===== src/hw/rtl/sfcp_pkg.sv =====
`default_nettype none
// ----------------------------------------------------------------------------
// Sensor frame parser package
// Frame length, widths and the result record passed from the frame tracker
// to the result register.
// ----------------------------------------------------------------------------
package sfcp_pkg;

	localparam int unsigned FRAME_BYTES = 6;
	localparam int unsigned BYTE_W = 8;
	localparam int unsigned READING_W = 16;
	localparam int unsigned POS_W = 3;

	localparam logic [BYTE_W-1:0] HEADER_RESET = 8'h2C;
	localparam logic [POS_W-1:0] POS_IDLE = '0;
	localparam logic [POS_W-1:0] POS_HIGH = POS_W'(1);
	localparam logic [POS_W-1:0] POS_LOW = POS_W'(2);
	localparam logic [POS_W-1:0] POS_LAST = POS_W'(FRAME_BYTES - 1);

	typedef struct packed {
		logic valid;
		logic [READING_W-1:0] reading;
		logic checksum_ok;
	} result_t;

endpackage
`default_nettype wire


===== src/hw/rtl/sfcp_frame_fsm.sv =====
`default_nettype none
// ----------------------------------------------------------------------------
// Frame tracker
// Follows the byte position inside a frame, keeps the running sum and the
// two reading bytes, and forms the result on the last byte of a frame.
// ----------------------------------------------------------------------------
module sfcp_frame_fsm (
	input  wire logic clk,
	input  wire logic arst_n,
	input  wire logic advance,
	input  wire logic [sfcp_pkg::BYTE_W-1:0] rx_byte_s1,
	input  wire logic [sfcp_pkg::BYTE_W-1:0] header_q,
	output sfcp_pkg::result_t result
);
	import sfcp_pkg::*;

	logic [POS_W-1:0] pos_q;
	logic [BYTE_W-1:0] sum_q;
	logic [BYTE_W-1:0] high_q;
	logic [BYTE_W-1:0] low_q;
	logic last_byte;

	// A position beyond the last byte is treated as the last byte.
	assign last_byte = (pos_q != POS_IDLE) && (pos_q >= POS_LAST);

	always_comb begin
		result.valid = advance && last_byte;
		result.reading = {high_q, low_q};
		result.checksum_ok = (rx_byte_s1 == sum_q);
	end

	always_ff @(posedge clk or negedge arst_n) begin
		if (!arst_n) begin
			pos_q <= POS_IDLE;
			sum_q <= '0;
			high_q <= '0;
			low_q <= '0;
		end else if (advance) begin
			if (pos_q == POS_IDLE) begin
				if (rx_byte_s1 == header_q) begin
					sum_q <= rx_byte_s1;
					pos_q <= POS_HIGH;
				end
			end else if (last_byte) begin
				pos_q <= POS_IDLE;
				sum_q <= '0;
			end else begin
				if (pos_q == POS_HIGH) begin
					high_q <= rx_byte_s1;
				end
				if (pos_q == POS_LOW) begin
					low_q <= rx_byte_s1;
				end
				sum_q <= sum_q + rx_byte_s1;
				pos_q <= pos_q + POS_W'(1);
			end
		end
	end

endmodule
`default_nettype wire


===== src/hw/rtl/sfcp_out_reg.sv =====
`default_nettype none
// ----------------------------------------------------------------------------
// Result register
// Holds one finished result until the downstream side takes the request.
// ----------------------------------------------------------------------------
module sfcp_out_reg (
	input  wire logic clk,
	input  wire logic arst_n,
	input  wire sfcp_pkg::result_t result,
	input  wire logic out_ready,
	output logic out_valid,
	output logic [sfcp_pkg::READING_W-1:0] reading,
	output logic checksum_ok
);
	import sfcp_pkg::*;

	logic valid_q;
	logic [READING_W-1:0] reading_q;
	logic ok_q;

	always_ff @(posedge clk or negedge arst_n) begin
		if (!arst_n) begin
			valid_q <= 1'b0;
		end else if (result.valid) begin
			valid_q <= 1'b1;
		end else if (out_ready) begin
			valid_q <= 1'b0;
		end
	end

	always_ff @(posedge clk) begin
		if (result.valid) begin
			reading_q <= result.reading;
			ok_q <= result.checksum_ok;
		end
	end

	assign out_valid = valid_q;
	assign reading = reading_q;
	assign checksum_ok = ok_q;

endmodule
`default_nettype wire


===== src/hw/rtl/sensor_frame_checksum_parser_unit.sv =====
`default_nettype none
// ----------------------------------------------------------------------------
// Sensor frame checksum parser
// Parses six-byte frames from a received byte stream and reports the reading
// with a checksum flag.
// ----------------------------------------------------------------------------
// The unit takes one received byte per clock cycle. Outside a frame it drops
// every byte until one equals header_value; that byte and the next five form a
// frame, and on the sixth byte one result is given: bytes two and three as a
// big-endian reading, and checksum_ok set when the sixth byte equals the 8-bit
// sum of the first five. Each byte is held in the input register and is
// parsed from there straight into the result register, and a byte can be
// accepted every cycle as long as the result register is free or being read.
// header_value is written through its own port, which is always ready; write
// it only between frames.
module sensor_frame_checksum_parser_unit (
	input  wire logic clk,
	input  wire logic arst_n,
	input  wire logic cfg_valid,
	output logic cfg_ready,
	input  wire logic [sfcp_pkg::BYTE_W-1:0] header_value,
	input  wire logic in_valid,
	output logic in_ready,
	input  wire logic [sfcp_pkg::BYTE_W-1:0] rx_byte,
	output logic out_valid,
	input  wire logic out_ready,
	output logic [sfcp_pkg::READING_W-1:0] reading,
	output logic checksum_ok
);
	import sfcp_pkg::*;

	logic [BYTE_W-1:0] header_q;
	logic valid_s1;
	logic [BYTE_W-1:0] rx_byte_s1;
	logic advance;
	result_t result;

	assign cfg_ready = 1'b1;

	// The held byte moves on whenever the result register can take a new value.
	assign advance = valid_s1 && (!out_valid || out_ready);
	assign in_ready = !valid_s1 || advance;

	always_ff @(posedge clk or negedge arst_n) begin
		if (!arst_n) begin
			header_q <= HEADER_RESET;
		end else if (cfg_valid) begin
			header_q <= header_value;
		end
	end

	always_ff @(posedge clk or negedge arst_n) begin
		if (!arst_n) begin
			valid_s1 <= 1'b0;
		end else if (in_ready) begin
			valid_s1 <= in_valid;
		end
	end

	always_ff @(posedge clk) begin
		if (in_valid && in_ready) begin
			rx_byte_s1 <= rx_byte;
		end
	end

	sfcp_frame_fsm u_frame_fsm (
		.clk        (clk),
		.arst_n     (arst_n),
		.advance    (advance),
		.rx_byte_s1 (rx_byte_s1),
		.header_q   (header_q),
		.result     (result)
	);

	sfcp_out_reg u_out_reg (
		.clk         (clk),
		.arst_n      (arst_n),
		.result      (result),
		.out_ready   (out_ready),
		.out_valid   (out_valid),
		.reading     (reading),
		.checksum_ok (checksum_ok)
	);

endmodule
`default_nettype wire


===== config.mk =====
export PLATFORM = sky130hd
export DESIGN_NAME = sensor_frame_checksum_parser_unit
export DESIGN_NICKNAME = d
export VERILOG_FILES = /design/src/hw/rtl/sfcp_pkg.sv /design/src/hw/rtl/sfcp_frame_fsm.sv /design/src/hw/rtl/sfcp_out_reg.sv /design/src/hw/rtl/sensor_frame_checksum_parser_unit.sv
export SDC_FILE = /design/constraint.sdc
export NUM_CORES = 1
export LEC_CHECK = 0
export BUFFER_PORTS_ARGS = -buffer_cell sky130_fd_sc_hd__buf_4
export CORE_MARGIN = 4
export CORE_UTILIZATION = 60
export DETAILED_ROUTE_END_ITERATION = 16
export PLACE_DENSITY = 0.79
export SYNTH_ARGS = -nofsm -noshare
export SYNTH_HDL_FRONTEND = slang
export SYNTH_SLANG_ARGS = --single-unit

===== constraint.sdc =====
create_clock -name clk -period 5.4 [get_ports clk]
set_input_delay 0.54 -clock clk [delete_from_list [all_inputs] [get_ports clk]]
set_output_delay 0.54 -clock clk [all_outputs]
set_load 0.02 [all_outputs]

=== Yosys cells after proc, flatten, opt, wreduce, memory -nomap -nowiden ===
Cells that the tools add are included.

* Equality and inequality tests: 5
* Multiplexer cells: 8
* Reductions and logical operators: 14
* Add/subtract/negate cells: 2
* Bitwise logic cells: 2
* Order comparisons: 1

{| class="wikitable"
|+ Operators by type and width
! operator !! count
|-
| 8-bit 2-to-1 mux || 3
|-
| 8-bit == test || 2
|-
| 3-bit 2-to-1 mux || 3
|-
| 8-bit adder || 1
|-
| 4-bit AND reduction || 2
|-
| 1-bit logical AND || 4
|-
| 3-bit by 1-bit adder with 3-bit output, second input constant || 1
|-
| 3-bit by 1-bit == test with 1-bit output, second input constant || 1
|-
| 3-bit by 2-bit == test with 1-bit output, second input constant || 1
|-
| 3-bit greater-or-equal comparator, second input constant || 1
|-
| 3-bit logical NOT || 1
|-
| 3-bit nonzero test || 1
|-
| 1-bit logical NOT || 2
|-
| 1-bit logical OR || 2
|-
| 1-bit 2-to-1 mux || 2
|-
| 2-bit != test, second input constant || 1
|-
| 1-bit NOT || 2
|-
| 2-bit AND reduction || 1
|-
| 2-bit nonzero test || 1
|}

* Flip-flop bits (word level): 62
* Bits of input ports: 21
* Word-level logic and storage cells: 42

=== Logic depth before layout (Yosys ltp) ===
* Depth in word-level cells: 5
* Mapped depth: 8
* Mapped depth without buffers: 8

=== Modules after synthesis ===
From an unflattened synthesis, not the netlist that was laid out.

* Cell total of the unflattened synthesis: 206
* Area, all modules: 2798.9 sq um

{| class="wikitable"
|+ By module, submodules not included
! module !! sequential area each (sq um) !! cells each !! times used !! area an instance (sq um)
|-
| sfcp_frame_fsm || 675.6 || 153 || 1 || 1609.0
|-
| sensor_frame_checksum_parser_unit || 469.2 || 33 || 1 || 643.1
|-
| sfcp_out_reg || 535.5 || 20 || 1 || 546.8
|}

=== Least setup slack after synthesis ===
OpenSTA, ideal clock, no wires.

* Kind: register to register
* Start: reg u_frame_fsm.pos_q[1]
* End: reg u_out_reg.ok_q (netlist: u_out_reg.checksum_ok) (enable)
* Clock period less this slack: 2.075 ns
* Library setup time: 0.391 ns
* Path slack: 3.325 ns
* Data arrival time: 1.684 ns
* Buffers on the path: 0
* Stages on the path, launching flop included: 6
* Cell sequence: dfrtp_1 inv_1 ha_1 nor3_1 nand2b_1 nor2_1

{| class="wikitable"
|+ RTL lines
! item !! RTL line !! source
|-
| from (decl) || sfcp_frame_fsm.sv:17 || <nowiki>logic [POS_W-1:0] pos_q;</nowiki>
|-
| from (signal assigned) || sfcp_frame_fsm.sv:55 || <nowiki>pos_q <= pos_q + POS_W'(1);</nowiki>
|-
| to (signal assigned) || sfcp_out_reg.sv:34 || <nowiki>ok_q <= result.checksum_ok;</nowiki>
|-
| to (decl) || sfcp_out_reg.sv:19 || <nowiki>logic ok_q;</nowiki>
|}

=== Worst setup path after layout ===
* Start: reg rx_byte_s1[0]
* End: reg u_frame_fsm.sum_q[6]

* Word-level cells in the longest chain between the ends: 3
* Elaborated cells between the ends (all ways): 6
* Those cells by class: add/sub (1); eq/ne (2); mux (2); reduce/logical (1)

{| class="wikitable"
|+ Ends and longest elaborated chain
! item !! RTL line !! source
|-
| from (decl) || sensor_frame_checksum_parser_unit.sv:34 || <nowiki>logic [BYTE_W-1:0] rx_byte_s1;</nowiki>
|-
| from (signal assigned) || sensor_frame_checksum_parser_unit.sv:62 || <nowiki>rx_byte_s1 <= rx_byte;</nowiki>
|-
| 8-bit adder / 8-bit == test (equally long branches) || sfcp_frame_fsm.sv:54, sfcp_frame_fsm.sv:40 ||
|-
| 8-bit 2-to-1 mux / 2-bit != test (equally long branches) || n/a ||
|-
| 8-bit 2-to-1 mux / 2-bit AND reduction (equally long branches) || n/a ||
|-
| to (signal assigned) || sfcp_frame_fsm.sv:41 || <nowiki>sum_q <= rx_byte_s1;</nowiki>
|-
| to (signal assigned) || sfcp_frame_fsm.sv:54 || <nowiki>sum_q <= sum_q + rx_byte_s1;</nowiki>
|-
| to (decl) || sfcp_frame_fsm.sv:18 || <nowiki>logic [BYTE_W-1:0] sum_q;</nowiki>
|}

Several ways; a longest one is shown, not always the timed one.
A chain may end at the register's enable or synchronous reset.

==> results.md <==
- The floorplan has 24 rows.
- Post-CTS timing repair inserted 0 buffers for setup.
- The final wirelength is 4.97 mm.
- Setup repair after global routing left no endpoint under its margin.
- The number of detailed-route iterations in the first pass is 4.
- The detailed router's first-iteration violation count is 108.
- The final setup skew is 0.00590 ns.
- During placement, the flow inserted port buffers numbering 39.
- The number of sinks handled by clock tree synthesis is 62.
- After synthesis, the mean cell area works out to 13.7 um2.
- For this run, the leading register cell type out of synthesis is sky130_fd_sc_hd__dfrtp_1.
- Clock-pin slew was measured on the worst setup and hold paths at 0.06 ns.
- For met3 alone, demand over resource in global routing was 0.0521.
- The max-capacitance violation count is 0.
- The initial antenna violation count is 0.
- The number of failing setup endpoints in the final timing report is 0.
- The area growth from synthesis to layout is 19.6%.
- In this run the worst hold path is classified as input port to asynchronous set/reset pin.
- The count of nets left with antenna violations once routing finished came out at 0.
- In this run the worst path has a maximum fanout of 5.
- The number of levels in the clock H-tree is 3.
- The total number of nets in the final design is 281.
- Entering global routing, the biggest net connects 38 pins.
- The data required time of the worst path is 5.62 ns.
- Leaving out fill and tap cells, the most frequent cell in the layout is sky130_fd_sc_hd__buf_4.
- The floorplan step defined a die boundary enclosing 0.00577 mm2.
- The clock tree from TritonCTS is done.
- Dividing the final minimum period by the clock period gives 0.409.
- Detailed routing inserted a total of 1706 vias.
- The fraction of final layout cells sized beyond drive strength 1 is 0.356.
- After detailed routing, the number of remaining DRC violations is 0.
- In the layout the commonest cells are 40 x sky130_fd_sc_hd__buf_4, 34 x sky130_fd_sc_hd__dfrtp_1, 25 x sky130_fd_sc_hd__edfxtp_1, 24 x sky130_fd_sc_hd__mux2_2, 13 x sky130_fd_sc_hd__nor2_1.
- The total overflow reported by the global router is 0.
- The number of gates resized after CTS is 0.
- Counting the buffers created by CTS gives 9.
- In this run, synthesis produced a sequential element count of 62.
- The maximum achievable frequency is 0.453 GHz.
- The number of enable-type register cells in the synthesized netlist is 25.
- Data on the critical path arrives at its endpoint at 2.43 ns.
- The distinct cell type count after synthesis is 41.
- CTS placed an instance of sky130_fd_sc_hd__clkbuf_8 at the clock tree root.
- Clock latency on the worst-skew pair, taken at its later pin, is 0.33 ns.
- After legalization and detailed placement, the total HPWL measured 3.49 mm.
- The met1 global-route usage is 0.240.
- In this run the worst setup path terminates at u_frame_fsm.sum_q[6]$_DFFE_PN0P_.
- In this run the vertical extent of the chip is 75.9 um.
- The met2 track demand over resource in global routing is 0.306.
- Dividing total power by cell area gives a power density of 544 mW/mm2.
- The post-synthesis instance area is 0.00277 mm2.
- The count of final max-slew check failures is 0.
- The worst setup path is captured at a flip-flop.
- The number of global-route vias before repair is 1796.
- After layout, the design draws a total of 1.80 mW.
- The first global-routing pass estimated 8.58 mm of wire.
- The launch instance of the worst register-to-register path is rx_byte_s1[0]$_DFFE_PP_.
- 0 antenna diodes ended up in the layout.
- The launching instance or port of the critical path is rx_byte_s1[0]$_DFFE_PP_.
- The highest cell delay on the worst timing path is 0.46 ns.
- The actual slew at the worst max-slew pin is 0.515 ns.
- Across every metal layer, demand over resource in global routing totals 0.190.
- The count of mapped cells out of synthesis is 202.
- For this configuration, the core starts out at a cell density of 0.628.
- The critical path in this run is classified as flip-flop to flip-flop.
- In this run the tightest slew margin relative to its limit is 0.656.
- The run finished with clean final reports.
- In the routed layout, each cell is associated on average with a via count of 5.59.
- Traced cell by cell, the critical path runs through ha_1 > fa_1 > a211oi_1 > o21ai_0 > a21oi_1 > xor2_1 > o211ai_1 > o21a_1.
- The slowest stage cell on the critical path is sky130_fd_sc_hd__edfxtp_1.
- The core box area is 0.00441 mm2.
- The total negative setup slack is 0 ns.
- After detailed routing, the average wire length per cell comes to 16.3 um.
- The synthesis warning total is 0.
- At the end of routability-driven placement, the weighted congestion stood at 0.953.
- The portion of the post-synthesis area used by sequential elements is 0.607.
- The capturing point of the worst reg2reg path is u_frame_fsm.sum_q[6]$_DFFE_PN0P_.
- The sort of element at the start of the critical path is a flip-flop.
- For this design, the CTS-stage hold fixing added 0 buffers.
- Across all register-to-register paths, the minimum setup slack is 3.19 ns.
- The worst path needs 2.21 ns of the cycle, external delays included.
- The boundary pin count is 41.
- The maximum ir drop on the vdd rail is 0.000318 V.
- In the synthesized netlist the async set-or-reset flop fraction comes to 0.597.
- The count of endpoints failing hold in the final timing report was 0.
- The die outline width is 75.9 um.
- The leakage power summed over all cells is 1.40 nW.
- The total nets after synthesis is 235.
- The buffer depth of the longest clock path is 2.
- The most heavily used metal layer in global routing is met2.
- The count of cells along the worst register-to-register path is 8.
[metrics by stage]
| stage | hold WS, ns | instance area, um2 | setup slack (ns) | std cells | utilization |
|---|---|---|---|---|---|
| final | 0.158 | 3310 | 3.19 | 305 | 0.750 |
| after global routing | 0.198 | 3310 | 2.99 | 305 | 0.750 |
| after CTS | 0.176 | 3310 | 3.18 | 305 | 0.750 |
| after detailed placement | 0.430 | 3090 | 3.20 | 289 | 0.700 |
| after global placement | 0.427 | 3090 | 3.24 | 289 | 0.700 |
| after floorplan | 0.244 | 2770 | 3.33 | 202 | - |
[cell type report]
| class | instances | area, um2 |
|---|---|---|
| clock buffers | 10 | 138 |
| clock inverters | 6 | 85.1 |
| fillers | 296 | 1100 |
| inverters | 5 | 18.8 |
| multi-input cells | 130 | 1020 |
| flip-flops and latches | 62 | 1680 |
| well taps | 52 | 65.1 |
| repair buffers | 40 | 300 |
[synth_stat cells (3+ instances only)]
library cell / instances / share of area
sky130_fd_sc_hd__dfrtp_1: 34 / 0.31
sky130_fd_sc_hd__edfxtp_1: 25 / 0.27
sky130_fd_sc_hd__mux2_2: 24 / 0.098
sky130_fd_sc_hd__nor2_1: 13 / 0.018
sky130_fd_sc_hd__ha_1: 11 / 0.050
sky130_fd_sc_hd__nand2_1: 11 / 0.015
sky130_fd_sc_hd__a21oi_1: 10 / 0.018
sky130_fd_sc_hd__xor2_1: 9 / 0.028
sky130_fd_sc_hd__o21ai_0: 7 / 0.013
sky130_fd_sc_hd__inv_1: 5 / 0.0068
sky130_fd_sc_hd__xnor2_1: 4 / 0.013
sky130_fd_sc_hd__dfstp_2: 3 / 0.028
sky130_fd_sc_hd__nand2b_1: 3 / 0.0068
sky130_fd_sc_hd__nor3_1: 3 / 0.0054
sky130_fd_sc_hd__nor4_1: 3 / 0.0068
[worst min path at each step]
| stage | cells past startpoint | slack, ns | to | startpoint |
|---|---|---|---|---|
| after detailed placement | 0 | 0.43 | u_out_reg.reading[7]$_DFFE_PP_ | u_frame_fsm.low_q[7]$_DFFE_PN0P_ |
| after CTS | 1 | 0.18 | u_frame_fsm.pos_q[2]$_DFFE_PN0P_ | arst_n |
| final | 1 | 0.16 | u_frame_fsm.sum_q[5]$_DFFE_PN0P_ | arst_n |
| after floorplan | 0 | 0.24 | header_q[0]$_DFFE_PN0P_ | arst_n |
| after global routing | 1 | 0.20 | u_frame_fsm.low_q[2]$_DFFE_PN0P_ | arst_n |
| after global placement | 0 | 0.43 | u_out_reg.reading[4]$_DFFE_PP_ | u_frame_fsm.low_q[4]$_DFFE_PN0P_ |
[metal layers]
metal	part of all wire	wire length, um
met5	0	0
met4	0.012	59
met1	0.44	2180
met2	0.49	2460
met3	0.055	273
[worst max-delay path, delay by kind of cell, from the launching register on]
kind	cells	cell delay [ns]
xor+xnor	1	0.16
flops	1	0.46
compound gates	5	0.81
fa+ha+maj	2	0.68
[cell families after synthesis]
logic type                 after synthesis  share of synthesized area
AOI/OAI and AO/OA                       33                     0.0804
xor gates and xnor gates                14                     0.0470
adders and majority gates               12                     0.0569
buffers and inverters                   10                     0.0235
DFF                                     62                      0.607
muxes                                   26                      0.105
other                                    1                    0.00135
and+or+nand+nor                         44                     0.0795
[report_power, final]
group	switching (mW)	internal, mW	total, mW	leakage [nW]
Sequential	0.0830	0.654	0.737	0.670
Combinational	0.335	0.288	0.624	0.616
Clock	0.170	0.270	0.440	0.110
Total	0.588	1.21	1.80	1.40
[flip-flops by register name, summed over array words and instances (netlist names)]
register / cells
rx_byte_s1: 8
u_frame_fsm.high_q: 8
u_out_reg.out_valid: 1
u_frame_fsm.pos_q: 3
u_out_reg.checksum_ok: 1
header_q: 8
u_frame_fsm.sum_q: 8
u_out_reg.reading: 16
valid_s1: 1
u_frame_fsm.low_q: 8
(Power assumes the default switching activity.)
